File: config.mk
export PLATFORM = sky130hd
export DESIGN_NAME = dst_window_calculator_flat
export DESIGN_NICKNAME = d
export VERILOG_FILES = /design/src/hw/rtl/dwc_pkg.sv /design/src/hw/rtl/dwc_stamp_if.sv /design/src/hw/rtl/dwc_window_if.sv /design/src/hw/rtl/dwc_cfg_if.sv /design/src/hw/rtl/dst_window_calculator.sv /design/src/hw/rtl/dwc_ctrl.sv /design/src/hw/rtl/dwc_datapath.sv /design/src/flat_wrapper.sv
export SDC_FILE = /design/constraint.sdc
export NUM_CORES = 1
export LEC_CHECK = 0
export BUFFER_PORTS_ARGS = -buffer_cell sky130_fd_sc_hd__buf_2
export CAP_MARGIN = 20
export CORE_MARGIN = 1.5
export CORE_UTILIZATION = 42
export CTS_BUF_LIST = sky130_fd_sc_hd__clkbuf_2
export DETAILED_ROUTE_END_ITERATION = 8
export GPL_TIMING_DRIVEN = 0
export PLACE_DENSITY = 0.71
export SETUP_SLACK_MARGIN = 0.1
export SLEW_MARGIN = 20
export SYNTH_ARGS = -nofsm -noshare
export SYNTH_HDL_FRONTEND = slang
export SYNTH_SLANG_ARGS = --single-unit
File: constraint.sdc
create_clock -name clk -period 6.45 [get_ports clk]
set_input_delay 0.9675 -clock clk [delete_from_list [all_inputs] [get_ports clk]]
set_output_delay 0.9675 -clock clk [all_outputs]
set_load 0.03 [all_outputs]
File: src/hw/rtl/dwc_pkg.sv
package dwc_pkg;

	// field widths
	localparam int unsigned UTC_W  = 32;
	localparam int unsigned YEAR_W = 12;
	localparam int unsigned SEC_W  = 33;
	localparam int unsigned ZONE_W = 17;
	localparam int unsigned DAY_W  = 16;
	localparam int unsigned DOY_W  = 9;
	localparam int unsigned WD_W   = 3;
	localparam int unsigned SDAY_W = 17;
	localparam int unsigned PROD_W = 34;

	// calendar constants
	localparam logic [YEAR_W-1:0] EPOCH_YEAR    = 12'd1970;
	localparam logic [YEAR_W-1:0] NONLEAP_100   = 12'd2100;
	localparam logic [WD_W-1:0]   EPOCH_WD      = 3'd4;
	localparam logic [UTC_W-1:0]  YEAR_SEC      = 32'd31536000;
	localparam logic [UTC_W-1:0]  LEAP_YEAR_SEC = 32'd31622400;
	localparam logic [DAY_W-1:0]  YEAR_DAYS     = 16'd365;
	localparam logic [DAY_W-1:0]  LEAP_DAYS     = 16'd366;
	localparam logic [SDAY_W-1:0] SEC_DAY       = 17'd86400;
	localparam logic [ZONE_W-1:0] SEC_HOUR      = 17'd3600;
	localparam logic [ZONE_W-1:0] SEC_2HOUR     = 17'd7200;

	// day of year (from 0) of the first of a month, common year
	localparam logic [DOY_W-1:0] MAR1_DOY = 9'd59;
	localparam logic [DOY_W-1:0] OCT1_DOY = 9'd273;
	localparam logic [DOY_W-1:0] NOV1_DOY = 9'd304;
	localparam logic [DOY_W-1:0] WEEK_DAYS = 9'd7;
	localparam logic [DOY_W-1:0] LAST_OFS = 9'd30;

	// weekday shift of the first of a month against 1 january, common year
	localparam logic [WD_W-1:0] MAR1_WD   = 3'd3;
	localparam logic [WD_W-1:0] OCT1_WD   = 3'd0;
	localparam logic [WD_W-1:0] NOV1_WD   = 3'd3;
	localparam logic [WD_W-1:0] DAY31_WD  = 3'd2;
	localparam logic [WD_W-1:0] WD_ONE    = 3'd1;
	localparam logic [WD_W-1:0] WD_TWO    = 3'd2;
	localparam logic [WD_W:0]   WD_MOD    = 4'd7;

	// zone offset ranges of the rule sets
	localparam logic signed [ZONE_W-1:0] US_TZ_MIN = -17'sd28800;
	localparam logic signed [ZONE_W-1:0] US_TZ_MAX = -17'sd14400;
	localparam logic signed [ZONE_W-1:0] EU_TZ_MIN = 17'sd0;
	localparam logic signed [ZONE_W-1:0] EU_TZ_MAX = 17'sd7200;

	typedef enum logic {
		RULE_US = 1'b0,
		RULE_EU = 1'b1
	} dwc_rule_t;

	typedef enum logic [2:0] {
		ST_IDLE,
		ST_YEAR,
		ST_START_DATE,
		ST_START_MUL,
		ST_END_DATE,
		ST_END_MUL,
		ST_OUT
	} dwc_state_t;

	typedef struct packed {
		logic load;
		logic year_step;
		logic start_date;
		logic start_mul;
		logic end_date;
		logic end_mul;
		logic next_year;
	} dwc_cmd_t;

	typedef struct packed {
		logic year_done;
		logic rule_ok;
		logic last;
	} dwc_sts_t;

	// leap year test, exact over 1970 to 2107 (2000 leap, 2100 not)
	function automatic logic is_leap(input logic [YEAR_W-1:0] y);
		return (y[1:0] == 2'b00) && (y != NONLEAP_100);
	endfunction

	// weekday sum modulo 7, operands 0 to 6
	function automatic logic [WD_W-1:0] wd_add(input logic [WD_W-1:0] a,
		input logic [WD_W-1:0] b);
		logic [WD_W:0] s;
		s = {1'b0, a} + {1'b0, b};
		if (s >= WD_MOD) begin
			s = s - WD_MOD;
		end
		return s[WD_W-1:0];
	endfunction

	// days forward from a weekday to the next sunday, zero on a sunday
	function automatic logic [DOY_W-1:0] to_sunday(input logic [WD_W-1:0] w);
		logic [DOY_W-1:0] d;
		d = '0;
		if (w != '0) begin
			d = WEEK_DAYS - DOY_W'(w);
		end
		return d;
	endfunction

endpackage

File: src/hw/rtl/dwc_stamp_if.sv
interface dwc_stamp_if;
	logic                          valid;
	logic                          ready;
	logic [dwc_pkg::UTC_W-1:0]     utc_seconds;

	modport source (output valid, output utc_seconds, input ready);
	modport sink (input valid, input utc_seconds, output ready);
endinterface

File: src/hw/rtl/dwc_window_if.sv
interface dwc_window_if;
	logic                          valid;
	logic                          ready;
	logic [dwc_pkg::YEAR_W-1:0]    window_year;
	logic [dwc_pkg::SEC_W-1:0]     window_start;
	logic [dwc_pkg::SEC_W-1:0]     window_end;
	logic                          rule_set;
	logic                          is_last;

	modport source (output valid, output window_year, output window_start,
		output window_end, output rule_set, output is_last, input ready);
	modport sink (input valid, input window_year, input window_start,
		input window_end, input rule_set, input is_last, output ready);
endinterface

File: src/hw/rtl/dwc_cfg_if.sv
interface dwc_cfg_if;
	logic                                valid;
	logic                                ready;
	logic signed [dwc_pkg::ZONE_W-1:0]   zone_offset_seconds;

	modport source (output valid, output zone_offset_seconds, input ready);
	modport sink (input valid, input zone_offset_seconds, output ready);
endinterface

File: src/hw/rtl/dst_window_calculator.sv
// Daylight saving window calculator. A request on stamp carries a UTC Unix time; the block
// finds its calendar year and returns two results on window, the daylight window of that
// year and of the next, start and end in UTC seconds. The zone offset written on cfg picks
// US rules (-8h to -4h) or EU rules (0 to +2h); any other offset consumes the request and
// returns nothing. Requests are taken one at a time, only while no result is pending. The
// year search subtracts one year per cycle from 1970; each window then takes a day count and
// one 16x17 multiply for the start, the same for the end, then output.
// Write cfg only while the block is idle.
module dst_window_calculator (
	input  logic        clk,
	input  logic        arst_n,
	dwc_cfg_if.sink     cfg,
	dwc_stamp_if.sink   stamp,
	dwc_window_if.source window
);

	dwc_pkg::dwc_cmd_t cmd;
	dwc_pkg::dwc_sts_t sts;

	// sequencer
	dwc_ctrl u_ctrl (
		.clk          (clk),
		.arst_n       (arst_n),
		.stamp_valid  (stamp.valid),
		.stamp_ready  (stamp.ready),
		.window_valid (window.valid),
		.window_ready (window.ready),
		.sts          (sts),
		.cmd          (cmd)
	);

	// calendar arithmetic
	dwc_datapath u_datapath (
		.clk          (clk),
		.arst_n       (arst_n),
		.cfg          (cfg),
		.utc_seconds  (stamp.utc_seconds),
		.cmd          (cmd),
		.sts          (sts),
		.window_year  (window.window_year),
		.window_start (window.window_start),
		.window_end   (window.window_end),
		.rule_set     (window.rule_set),
		.is_last      (window.is_last)
	);

endmodule

File: src/hw/rtl/dwc_ctrl.sv
module dwc_ctrl (
	input  logic              clk,
	input  logic              arst_n,
	input  logic              stamp_valid,
	output logic              stamp_ready,
	output logic              window_valid,
	input  logic              window_ready,
	input  dwc_pkg::dwc_sts_t sts,
	output dwc_pkg::dwc_cmd_t cmd
);

	dwc_pkg::dwc_state_t state_q;
	dwc_pkg::dwc_state_t state_d;

	// state register
	always_ff @(posedge clk or negedge arst_n) begin
		if (!arst_n) begin
			state_q <= dwc_pkg::ST_IDLE;
		end else begin
			state_q <= state_d;
		end
	end

	// next state
	always_comb begin
		state_d = state_q;
		unique case (state_q)
			dwc_pkg::ST_IDLE: begin
				if (stamp_valid && sts.rule_ok) begin
					state_d = dwc_pkg::ST_YEAR;
				end
			end
			dwc_pkg::ST_YEAR: begin
				if (sts.year_done) begin
					state_d = dwc_pkg::ST_START_DATE;
				end
			end
			dwc_pkg::ST_START_DATE: state_d = dwc_pkg::ST_START_MUL;
			dwc_pkg::ST_START_MUL:  state_d = dwc_pkg::ST_END_DATE;
			dwc_pkg::ST_END_DATE:   state_d = dwc_pkg::ST_END_MUL;
			dwc_pkg::ST_END_MUL:    state_d = dwc_pkg::ST_OUT;
			dwc_pkg::ST_OUT: begin
				if (window_ready) begin
					state_d = sts.last ? dwc_pkg::ST_IDLE : dwc_pkg::ST_START_DATE;
				end
			end
			default: state_d = dwc_pkg::ST_IDLE;
		endcase
	end

	// commands and handshake outputs
	always_comb begin
		cmd          = '0;
		stamp_ready  = 1'b0;
		window_valid = 1'b0;
		unique case (state_q)
			dwc_pkg::ST_IDLE: begin
				stamp_ready = 1'b1;
				cmd.load    = stamp_valid && sts.rule_ok;
			end
			dwc_pkg::ST_YEAR:       cmd.year_step  = 1'b1;
			dwc_pkg::ST_START_DATE: cmd.start_date = 1'b1;
			dwc_pkg::ST_START_MUL:  cmd.start_mul  = 1'b1;
			dwc_pkg::ST_END_DATE:   cmd.end_date   = 1'b1;
			dwc_pkg::ST_END_MUL:    cmd.end_mul    = 1'b1;
			dwc_pkg::ST_OUT: begin
				window_valid  = 1'b1;
				cmd.next_year = window_ready && !sts.last;
			end
			default: begin
				cmd = '0;
			end
		endcase
	end

endmodule

File: src/hw/rtl/dwc_datapath.sv
module dwc_datapath (
	input  logic                           clk,
	input  logic                           arst_n,
	dwc_cfg_if.sink                        cfg,
	input  logic [dwc_pkg::UTC_W-1:0]      utc_seconds,
	input  dwc_pkg::dwc_cmd_t              cmd,
	output dwc_pkg::dwc_sts_t              sts,
	output logic [dwc_pkg::YEAR_W-1:0]     window_year,
	output logic [dwc_pkg::SEC_W-1:0]      window_start,
	output logic [dwc_pkg::SEC_W-1:0]      window_end,
	output logic                           rule_set,
	output logic                           is_last
);

	logic signed [dwc_pkg::ZONE_W-1:0] zone_q;
	logic signed [dwc_pkg::ZONE_W-1:0] tz_q;
	logic [dwc_pkg::UTC_W-1:0]         rem_q;
	logic [dwc_pkg::YEAR_W-1:0]        year_q;
	logic [dwc_pkg::DAY_W-1:0]         days_q;
	logic [dwc_pkg::WD_W-1:0]          wd_q;
	logic [dwc_pkg::DAY_W-1:0]         day_q;
	logic [dwc_pkg::SEC_W-1:0]         start_q;
	logic [dwc_pkg::SEC_W-1:0]         end_q;
	dwc_pkg::dwc_rule_t                rule_q;
	logic                              last_q;

	logic                              leap;
	logic                              rule_us;
	logic                              rule_eu;
	logic [dwc_pkg::UTC_W-1:0]         ylen_sec;
	logic                              year_done;
	logic [dwc_pkg::WD_W-1:0]          wd_mar1;
	logic [dwc_pkg::WD_W-1:0]          wd_oct1;
	logic [dwc_pkg::WD_W-1:0]          wd_nov1;
	logic [dwc_pkg::DOY_W-1:0]         start_doy;
	logic [dwc_pkg::DOY_W-1:0]         end_doy;
	logic [dwc_pkg::ZONE_W-1:0]        start_add;
	logic [dwc_pkg::ZONE_W-1:0]        end_add;
	logic [dwc_pkg::PROD_W-1:0]        prod;
	logic [dwc_pkg::PROD_W-1:0]        start_sum;
	logic [dwc_pkg::PROD_W-1:0]        end_sum;

	assign cfg.ready = 1'b1;

	// zone offset register
	always_ff @(posedge clk or negedge arst_n) begin
		if (!arst_n) begin
			zone_q <= '0;
		end else if (cfg.valid) begin
			zone_q <= cfg.zone_offset_seconds;
		end
	end

	// rule selection from the zone offset
	assign rule_us = (zone_q >= dwc_pkg::US_TZ_MIN) && (zone_q <= dwc_pkg::US_TZ_MAX);
	assign rule_eu = (zone_q >= dwc_pkg::EU_TZ_MIN) && (zone_q <= dwc_pkg::EU_TZ_MAX);

	// year length and year search end
	assign leap      = dwc_pkg::is_leap(year_q);
	assign ylen_sec  = leap ? dwc_pkg::LEAP_YEAR_SEC : dwc_pkg::YEAR_SEC;
	assign year_done = rem_q < ylen_sec;

	// weekday of the first of march, october and november
	assign wd_oct1 = dwc_pkg::wd_add(wd_q, {{(dwc_pkg::WD_W-1){1'b0}}, leap});
	assign wd_mar1 = dwc_pkg::wd_add(wd_oct1, dwc_pkg::MAR1_WD);
	assign wd_nov1 = dwc_pkg::wd_add(wd_oct1, dwc_pkg::NOV1_WD - dwc_pkg::OCT1_WD);

	// day of year of the transition days
	always_comb begin
		if (rule_q == dwc_pkg::RULE_US) begin
			start_doy = dwc_pkg::MAR1_DOY + dwc_pkg::DOY_W'(leap)
				+ dwc_pkg::to_sunday(wd_mar1) + dwc_pkg::WEEK_DAYS;
			end_doy   = dwc_pkg::NOV1_DOY + dwc_pkg::DOY_W'(leap)
				+ dwc_pkg::to_sunday(wd_nov1);
			start_add = dwc_pkg::SEC_2HOUR - $unsigned(tz_q);
			end_add   = dwc_pkg::SEC_HOUR - $unsigned(tz_q);
		end else begin
			start_doy = dwc_pkg::MAR1_DOY + dwc_pkg::DOY_W'(leap) + dwc_pkg::LAST_OFS
				- dwc_pkg::DOY_W'(dwc_pkg::wd_add(wd_mar1, dwc_pkg::DAY31_WD));
			end_doy   = dwc_pkg::OCT1_DOY + dwc_pkg::DOY_W'(leap) + dwc_pkg::LAST_OFS
				- dwc_pkg::DOY_W'(dwc_pkg::wd_add(wd_oct1, dwc_pkg::DAY31_WD));
			start_add = dwc_pkg::SEC_HOUR;
			end_add   = dwc_pkg::SEC_HOUR;
		end
	end

	// day number to seconds
	assign prod      = dwc_pkg::PROD_W'(day_q) * dwc_pkg::PROD_W'(dwc_pkg::SEC_DAY);
	assign start_sum = prod + dwc_pkg::PROD_W'(start_add);
	assign end_sum   = prod + dwc_pkg::PROD_W'(end_add);

	// sequencing flag
	always_ff @(posedge clk or negedge arst_n) begin
		if (!arst_n) begin
			last_q <= 1'b0;
		end else if (cmd.load) begin
			last_q <= 1'b0;
		end else if (cmd.next_year) begin
			last_q <= 1'b1;
		end
	end

	// year search and window datapath
	always_ff @(posedge clk) begin
		if (cmd.load) begin
			rem_q  <= utc_seconds;
			year_q <= dwc_pkg::EPOCH_YEAR;
			days_q <= '0;
			wd_q   <= dwc_pkg::EPOCH_WD;
			tz_q   <= zone_q;
			rule_q <= rule_eu ? dwc_pkg::RULE_EU : dwc_pkg::RULE_US;
		end else if ((cmd.year_step && !year_done) || cmd.next_year) begin
			if (cmd.year_step) begin
				rem_q <= rem_q - ylen_sec;
			end
			year_q <= year_q + dwc_pkg::YEAR_W'(1);
			days_q <= days_q + (leap ? dwc_pkg::LEAP_DAYS : dwc_pkg::YEAR_DAYS);
			wd_q   <= dwc_pkg::wd_add(wd_q, leap ? dwc_pkg::WD_TWO : dwc_pkg::WD_ONE);
		end
		if (cmd.start_date) begin
			day_q <= days_q + dwc_pkg::DAY_W'(start_doy);
		end else if (cmd.end_date) begin
			day_q <= days_q + dwc_pkg::DAY_W'(end_doy);
		end
		if (cmd.start_mul) begin
			start_q <= start_sum[dwc_pkg::SEC_W-1:0];
		end
		if (cmd.end_mul) begin
			end_q <= end_sum[dwc_pkg::SEC_W-1:0];
		end
	end

	assign sts.year_done = year_done;
	assign sts.rule_ok   = rule_us || rule_eu;
	assign sts.last      = last_q;

	assign window_year  = year_q;
	assign window_start = start_q;
	assign window_end   = end_q;
	assign rule_set     = rule_q;
	assign is_last      = last_q;

endmodule

File: src/flat_wrapper.sv
// flat-port wrapper written by rule: the top's interface ports become plain ports
module dst_window_calculator_flat 
  (clk, arst_n, cfg_valid, cfg_zone_offset_seconds, cfg_ready, stamp_valid, stamp_utc_seconds, stamp_ready, window_valid, window_window_year, window_window_start, window_window_end, window_rule_set, window_is_last, window_ready);
  dwc_cfg_if cfg_i ();
  dwc_stamp_if stamp_i ();
  dwc_window_if window_i ();
  input  logic clk;
  input  logic arst_n;
  input wire logic [$bits(cfg_i.valid)-1:0] cfg_valid;
  input wire logic [$bits(cfg_i.zone_offset_seconds)-1:0] cfg_zone_offset_seconds;
  output wire logic [$bits(cfg_i.ready)-1:0] cfg_ready;
  input wire logic [$bits(stamp_i.valid)-1:0] stamp_valid;
  input wire logic [$bits(stamp_i.utc_seconds)-1:0] stamp_utc_seconds;
  output wire logic [$bits(stamp_i.ready)-1:0] stamp_ready;
  output wire logic [$bits(window_i.valid)-1:0] window_valid;
  output wire logic [$bits(window_i.window_year)-1:0] window_window_year;
  output wire logic [$bits(window_i.window_start)-1:0] window_window_start;
  output wire logic [$bits(window_i.window_end)-1:0] window_window_end;
  output wire logic [$bits(window_i.rule_set)-1:0] window_rule_set;
  output wire logic [$bits(window_i.is_last)-1:0] window_is_last;
  input wire logic [$bits(window_i.ready)-1:0] window_ready;
  assign cfg_i.valid = cfg_valid;
  assign cfg_i.zone_offset_seconds = cfg_zone_offset_seconds;
  assign cfg_ready = cfg_i.ready;
  assign stamp_i.valid = stamp_valid;
  assign stamp_i.utc_seconds = stamp_utc_seconds;
  assign stamp_ready = stamp_i.ready;
  assign window_valid = window_i.valid;
  assign window_window_year = window_i.window_year;
  assign window_window_start = window_i.window_start;
  assign window_window_end = window_i.window_end;
  assign window_rule_set = window_i.rule_set;
  assign window_is_last = window_i.is_last;
  assign window_i.ready = window_ready;
  dst_window_calculator u_core (.clk(clk), .arst_n(arst_n), .cfg(cfg_i), .stamp(stamp_i), .window(window_i));
endmodule
* Word-level counts from Yosys, hierarchy flattened *
Cells that the tools add are included.

word-level totals
  input bits = 54
  flip-flop bits (word level) = 184
  output and inout bits = 83

operators by class
  multipliers = 1
  equality and inequality tests = 10
  reduce and logical (&&, ||, !) cells = 19
  multiplexer cells = 38
  $lt $le $gt $ge = 10
  add/sub/neg operators = 30

operator list
  kind                                                                                   count
  32-bit two-way mux                                                                     3
  33-bit by 17-bit adder with 33-bit output                                              2
  16-bit by 9-bit adder with 16-bit output                                               3
  9-bit two-way mux                                                                      4
  17-bit two-way mux                                                                     2
  32-bit by 25-bit < comparator with 1-bit output                                        1
  16-bit two-way mux                                                                     2
  32-bit by 25-bit subtractor with 32-bit output                                         1
  3-bit two-way mux                                                                      10
  16-bit by 10-bit multiplier with 26-bit output, second input constant                  1
  3-bit one-hot mux with 7 select lines                                                  1
  4-bit by 3-bit greater-or-equal comparator with 1-bit output, second input constant    5
  9-bit by 1-bit adder with 9-bit output, first input constant                           2
  9-bit adder                                                                            2
  18-bit two-way mux                                                                     1
  17-bit by 1-bit greater-or-equal comparator with 1-bit output, second input constant   1
  17-bit by 16-bit greater-or-equal comparator with 1-bit output, second input constant  1
  17-bit by 14-bit less-or-equal comparator with 1-bit output, second input constant     1
  17-bit by 15-bit less-or-equal comparator with 1-bit output, second input constant     1
  12-bit by 17-bit subtractor with 17-bit output, first input constant                   1
  13-bit by 17-bit subtractor with 17-bit output, first input constant                   1
  3-bit subtractor, second input constant                                                5
  12-bit by 1-bit adder with 12-bit output, second input constant                        1
  3-bit by 2-bit adder with 4-bit output, second input constant                          3
  25 further kinds                                                                       53

* Logic depth before layout (Yosys ltp) *
  depth in word-level cells = 16
  mapped depth = 36
  gate-level depth less buffers = 35

* Modules after synthesis *
From an unflattened synthesis, not the netlist that was laid out.

unflattened totals
  cells, all modules = 1350
  area, all modules = 13406.6 um2

modules (own cells, without submodules)
  module        times used  cells an instance  area an instance (um2)
  dwc_datapath  1           1324               13148.9
  dwc_ctrl      1           26                 257.7

* Worst setup path after synthesis *
No wires, ideal clock.

  path kind = flip-flop to flip-flop
  start = reg u_core.u_datapath.year_q, in the netlist u_core.u_datapath.window_year[2]
  end = reg u_core.u_datapath.day_q[11] in the netlist's numbering (data pin)
  arrival = 7.077 ns
  stages on the path, launching flop included = 32
  period minus slack after synthesis = 7.338 ns
  data required time = 6.189 ns
  path slack = -0.888 ns
  path buffers = 1
  path through = dfxtp_1 > clkbuf_1 > nor4b_1 > nand3_1 > nand2_1 > inv_1 > ha_1 > ha_1 > ha_1 > a22oi_1 > mux2i_1 > mux2_2 > inv_1 > ha_1 > mux2_2 > or2_2 > ha_1 > inv_1 > ha_1 > inv_1 > fa_1 > inv_1 > mux4_2 > ha_1 > a21oi_1 > o21bai_1 > a21oi_1 > o21bai_1 > a21o_1 > a31oi_1 > nor2_1 > xor2_1

on the way
  cells in the longest elaborated chain, start to end = 16
  elaborated cells between the ends (all ways) = 40
  those cells by class = 21 x add/sub; 4 x order compare; 1 x eq/ne; 12 x mux; 2 x reduce/logical

ends and longest elaborated chain
  item                                                                                              line                                      source
  from (decl)                                                                                       dwc_datapath.sv:18                        logic [dwc_pkg::YEAR_W-1:0] year_q;
  from (signal assigned)                                                                            dwc_datapath.sv:107                       year_q <= dwc_pkg::EPOCH_YEAR;
  from (signal assigned)                                                                            dwc_datapath.sv:116                       year_q <= year_q + dwc_pkg::YEAR_W'(1);
  12-bit inequality test (*)                                                                        dwc_pkg.sv:81                             return (y[1:0] == 2'b00) && (y != NONLEAP_100);
  1-bit logical AND (*)                                                                             dwc_pkg.sv:81
  3-bit by 1-bit adder with 4-bit output                                                            dwc_pkg.sv:88                             s = {1'b0, a} + {1'b0, b};
  4-bit by 3-bit greater-or-equal comparator with 1-bit output or 3-bit subtractor (tied branches)  dwc_pkg.sv:89, dwc_pkg.sv:90
  3-bit two-way mux                                                                                 dwc_pkg.sv:89                             if (s >= WD_MOD) begin
  3-bit by 2-bit adder with 4-bit output                                                            dwc_pkg.sv:88
  4-bit by 3-bit greater-or-equal comparator with 1-bit output or 3-bit subtractor (tied branches)  dwc_pkg.sv:89, dwc_pkg.sv:90
  3-bit two-way mux                                                                                 dwc_pkg.sv:89
  3-bit by 3-bit subtractor with 4-bit output, or another cell as far along                         dwc_pkg.sv:100                            d = WEEK_DAYS - DOY_W'(w);
  9-bit two-way mux, or another cell as far along                                                   dwc_pkg.sv:99                             if (w != '0) begin
  9-bit two-way mux or 3-bit two-way mux (tied branches)                                            dwc_datapath.sv:70, dwc_pkg.sv:89
  9-bit adder, or another cell as far along                                                         dwc_datapath.sv:72                        + dwc_pkg::to_sunday(wd_mar1) + dwc_pkg::WEEK_DAYS;
  9-bit by 3-bit adder with 9-bit output, or another cell as far along                              dwc_datapath.sv:72
  9-bit two-way mux or 16-bit by 9-bit adder with 16-bit output (tied branches)                     dwc_datapath.sv:70, dwc_datapath.sv:123
  16-bit by 9-bit adder with 16-bit output or 16-bit two-way mux (tied branches)                    dwc_datapath.sv:121, dwc_datapath.sv:122
  16-bit two-way mux (*)                                                                            dwc_datapath.sv:120                       if (cmd.start_date) begin
  to (signal assigned)                                                                              dwc_datapath.sv:121                       day_q <= days_q + dwc_pkg::DAY_W'(start_doy);
  to (signal assigned)                                                                              dwc_datapath.sv:123                       day_q <= days_q + dwc_pkg::DAY_W'(end_doy);
  to (decl)                                                                                         dwc_datapath.sv:21                        logic [dwc_pkg::DAY_W-1:0] day_q;

Every way passes the cells marked *; elsewhere a longest branch is shown, timed or not. The select of a mux whose other input is x is not followed.
A chain may end at the register's enable or synchronous reset.

* Worst setup path in the final report *
  start = reg u_core.u_datapath.year_q, in the netlist u_core.u_datapath.window_year[9]
  end = reg u_core.u_datapath.day_q[10] in the netlist's numbering (data pin)

Same word-level chain as after synthesis.

==> results_dict.tcl <==
set metrics [dict create \
    r2r-start "u_core.u_datapath.window_year[9]" \
    design.die.area_um2 32550 \
    crit_buf_inv 5 \
    maxSlewHeadroom_pct 43.65 \
    syn_inst 1326 \
    cpLargestDelayFamily "adder cells" \
    period_needed_ns 6.348 \
    area_growth_syn_to_layout_pct 14.27 \
    synth_flop_cell "edfxtp_1" \
    cpPeakStageDelay_ns 0.49 \
    clock_tree.buffer_depth 2 \
    r2r_end "u_core.u_datapath.day_q[10]" \
    ant_nets 0 \
    final_cells 1905 \
    synth_area_um2 13220 \
    crit_path_end_kind "flop" \
    via_per_inst 5.164 \
    run_status "finished, violations left" \
    cp_slowest_cell "mux4_2" \
    crit_path_start_kind "flop" \
    min_path_cells 3 \
    drt_iter0_drc 549 \
    final_common_cell "ha_1" \
    grt_max_degree 32 \
    initial_utilization_pct 42.99 \
    grt_pass1_vias 9642 \
    dp.cells 1851 \
    htree_levels 4 \
    synth_edf_count 125 \
    numCtsBuffers 17 \
    rows 64 \
    yosys_warnings 0 \
    path_depth 31 \
    avgSynthCellArea_um2 9.969 \
    maxSlewViolCount 0 \
    critPathArrivalTime_ns 6.93 \
    final.setup.worst_slack_ns 0.1023 \
    synth_nets 1572 \
    reg2reg_depth 31 \
    layout_common_cells "146 x ha_1, 141 x inv_1, 132 x buf_2, 125 x edfxtp_1, 107 x nor2_1" \
    wl_per_cell_um 14.59 \
    cts.sinks 177 \
    cts_root_buffer "clkbuf_2" \
    cpMostUsedCell "ha_4" \
    preCtsSetupSlack_ns -0.5846 \
    max_clock_freq_mhz 157.5 \
    drc 6 \
    grt_pass1_wl_um 45980 \
    report.final.hold_viol_count 0 \
    num_vias 9837 \
    core_area_um2 30750 \
    finClkSkew_ns 0.08972 \
    drt_pass1_iterations 9 \
    routed_wl_um 27790 \
    fin_util_pct 49.13 \
    grt.overflow.total 0 \
    critPathKind "flop to flop" \
    crit_start "u_core.u_datapath.window_year[9]" \
    worstPathRequired_ns 7.03 \
    fin_crit_sh_pct 98.41 \
    gp_congestion 0.8568 \
    antenna_found_initial 1 \
    die_y_um 180.4 \
    reg2reg_slack_ns 0.10 \
    ys_async_sr_fraction_pct 11.86 \
    hold_class "input port to flop" \
    drv_cap 0 \
    place_hpwl_um 21620 \
    synth-seq-cells 177 \
    die_x_um 180.4 \
    ios 137 \
    rsz0062_at_grt "yes" \
    violations "design-rule violations" \
    clk_latency_ns 0.84 \
    grt_usage_pct 17.27 \
    drive_above_1_share_pct 18.57 \
    cts_tree "built" \
    yosys.cell_types.count 79 \
    cp_max_fo 5 \
    ys_seq_area_share_pct 37.07 \
    finalSetupViolCount 0 \
    hold_start "stamp_utc_seconds[20]" \
    portBuffers 127 \
    fin_nets 1741 \
    clk_pin_slew_ns 0.38 \
    hold-path-endpoint "u_core.u_datapath.rem_q[20]" \
    worstMarginPinSlew_ns 0.8365 \
]
## synth_stat cells (22+ instances only)
| cell | n | area, um2 |
|---|---|---|
| clkbuf_1 | 25 | 93.84 |
| nand2_1 | 102 | 382.9 |
| ha_1 | 153 | 1914 |
| nand3_1 | 22 | 110.1 |
| a21oi_1 | 68 | 340.3 |
| inv_1 | 145 | 544.3 |
| o21ai_0 | 52 | 260.3 |
| xor2_1 | 48 | 420.4 |
| nor2_1 | 112 | 420.4 |
| xnor2_1 | 89 | 779.5 |
| fa_1 | 39 | 780.8 |
| edfxtp_1 | 125 | 3754 |
| dfxtp_1 | 31 | 620.6 |
## repair_timing
item                                    in CTS  in global routing
endpoints found under the setup margin      11                  9
buffers inserted                            11                  9
hold endpoints to repair                    16                  0
gates resized for setup                      8                 10
hold buffers                                 1                  0
pin swaps                                   13                 15
## cells by family after synthesis
| kind of cell | share of synthesized area, % |
|---|---|
| XOR/XNOR | 9.446 |
| flip-flops | 37.07 |
| AND/OR/NAND/NOR | 13.02 |
| buffers and inverters | 5.253 |
| other | 0.02837 |
| multiplexers | 2.868 |
| AO/OA/AOI/OAI | 11.93 |
| adder cells (fa/ha/maj) | 20.39 |
## per-layer routing
layer | GRT usage [%] | wire, um | vias to the layer above
met5 | 0 | 0 | -
met4 | 5.882 | 602 | 0
met3 | 2.809 | 1100 | 43
met2 | 30.12 | 13460 | 228
met1 | 21.69 | 12630 | 4603
li1 | - | - | 4963
## metrics by stage
stage	hold WS [ns]	TNS (ns)	instance area, um2
final	0.3413	0	15110
after global routing	0.2842	-0.8315	15110
after CTS	0.2646	0	14990
after detailed placement	0.4559	-4.529	14590
after global placement	0.4555	-3.670	14540
after floorplan	0.4434	0	13410
## state kept, by name, indices dropped and copies added, names as in the netlist
signal and count:
u_core.u_datapath.window_end 33, u_core.u_datapath.window_start 33, u_core.u_datapath.rem_q 25, u_core.u_datapath.tz_q 17, u_core.u_datapath.zone_q 17, u_core.u_datapath.day_q 16, u_core.u_datapath.days_q 16, u_core.u_datapath.window_year 12
u_core.u_ctrl.state_q 3, u_core.u_datapath.wd_q 3, u_core.u_datapath.is_last 1, u_core.u_datapath.rule_set 1
## worst max path at each step
stage                                              to  slack [ns]
final                     u_core.u_datapath.day_q[10]        0.10
after CTS                 u_core.u_datapath.day_q[15]        0.12
after global placement    u_core.u_datapath.day_q[14]       -0.54
after global routing      u_core.u_datapath.day_q[12]       -0.17
after detailed placement  u_core.u_datapath.day_q[13]       -0.58
after floorplan           u_core.u_datapath.day_q[14]        0.04
## worst reg2reg max path: cells and delay by family (launching register included)
kind | cells | cell delay, ns
buffers and inverters | 5 | 0.32
flip-flops | 1 | 0.44
AO/OA/AOI/OAI | 6 | 0.73
multiplexers | 4 | 1.34
AND/OR/NAND/NOR | 7 | 1.17
adder cells (fa/ha/maj) | 8 | 1.93
XOR/XNOR | 1 | 0.13
## final cells by class
type	count	area [um2]
Antenna cell	1	2.502
Buffer	36	157.7
Clock buffer	18	90.09
Clock inverter	14	167.7
Fill cell	2823	15640
Inverter	146	554.3
Multi-Input combinational cell	967	7885
Sequential cell	177	4917
Tap cell	396	495.5
Timing Repair Buffer	150	835.8
Power is not shown: default switching activity piles up to over one toggle a cycle in this logic, so the estimate is an artifact.
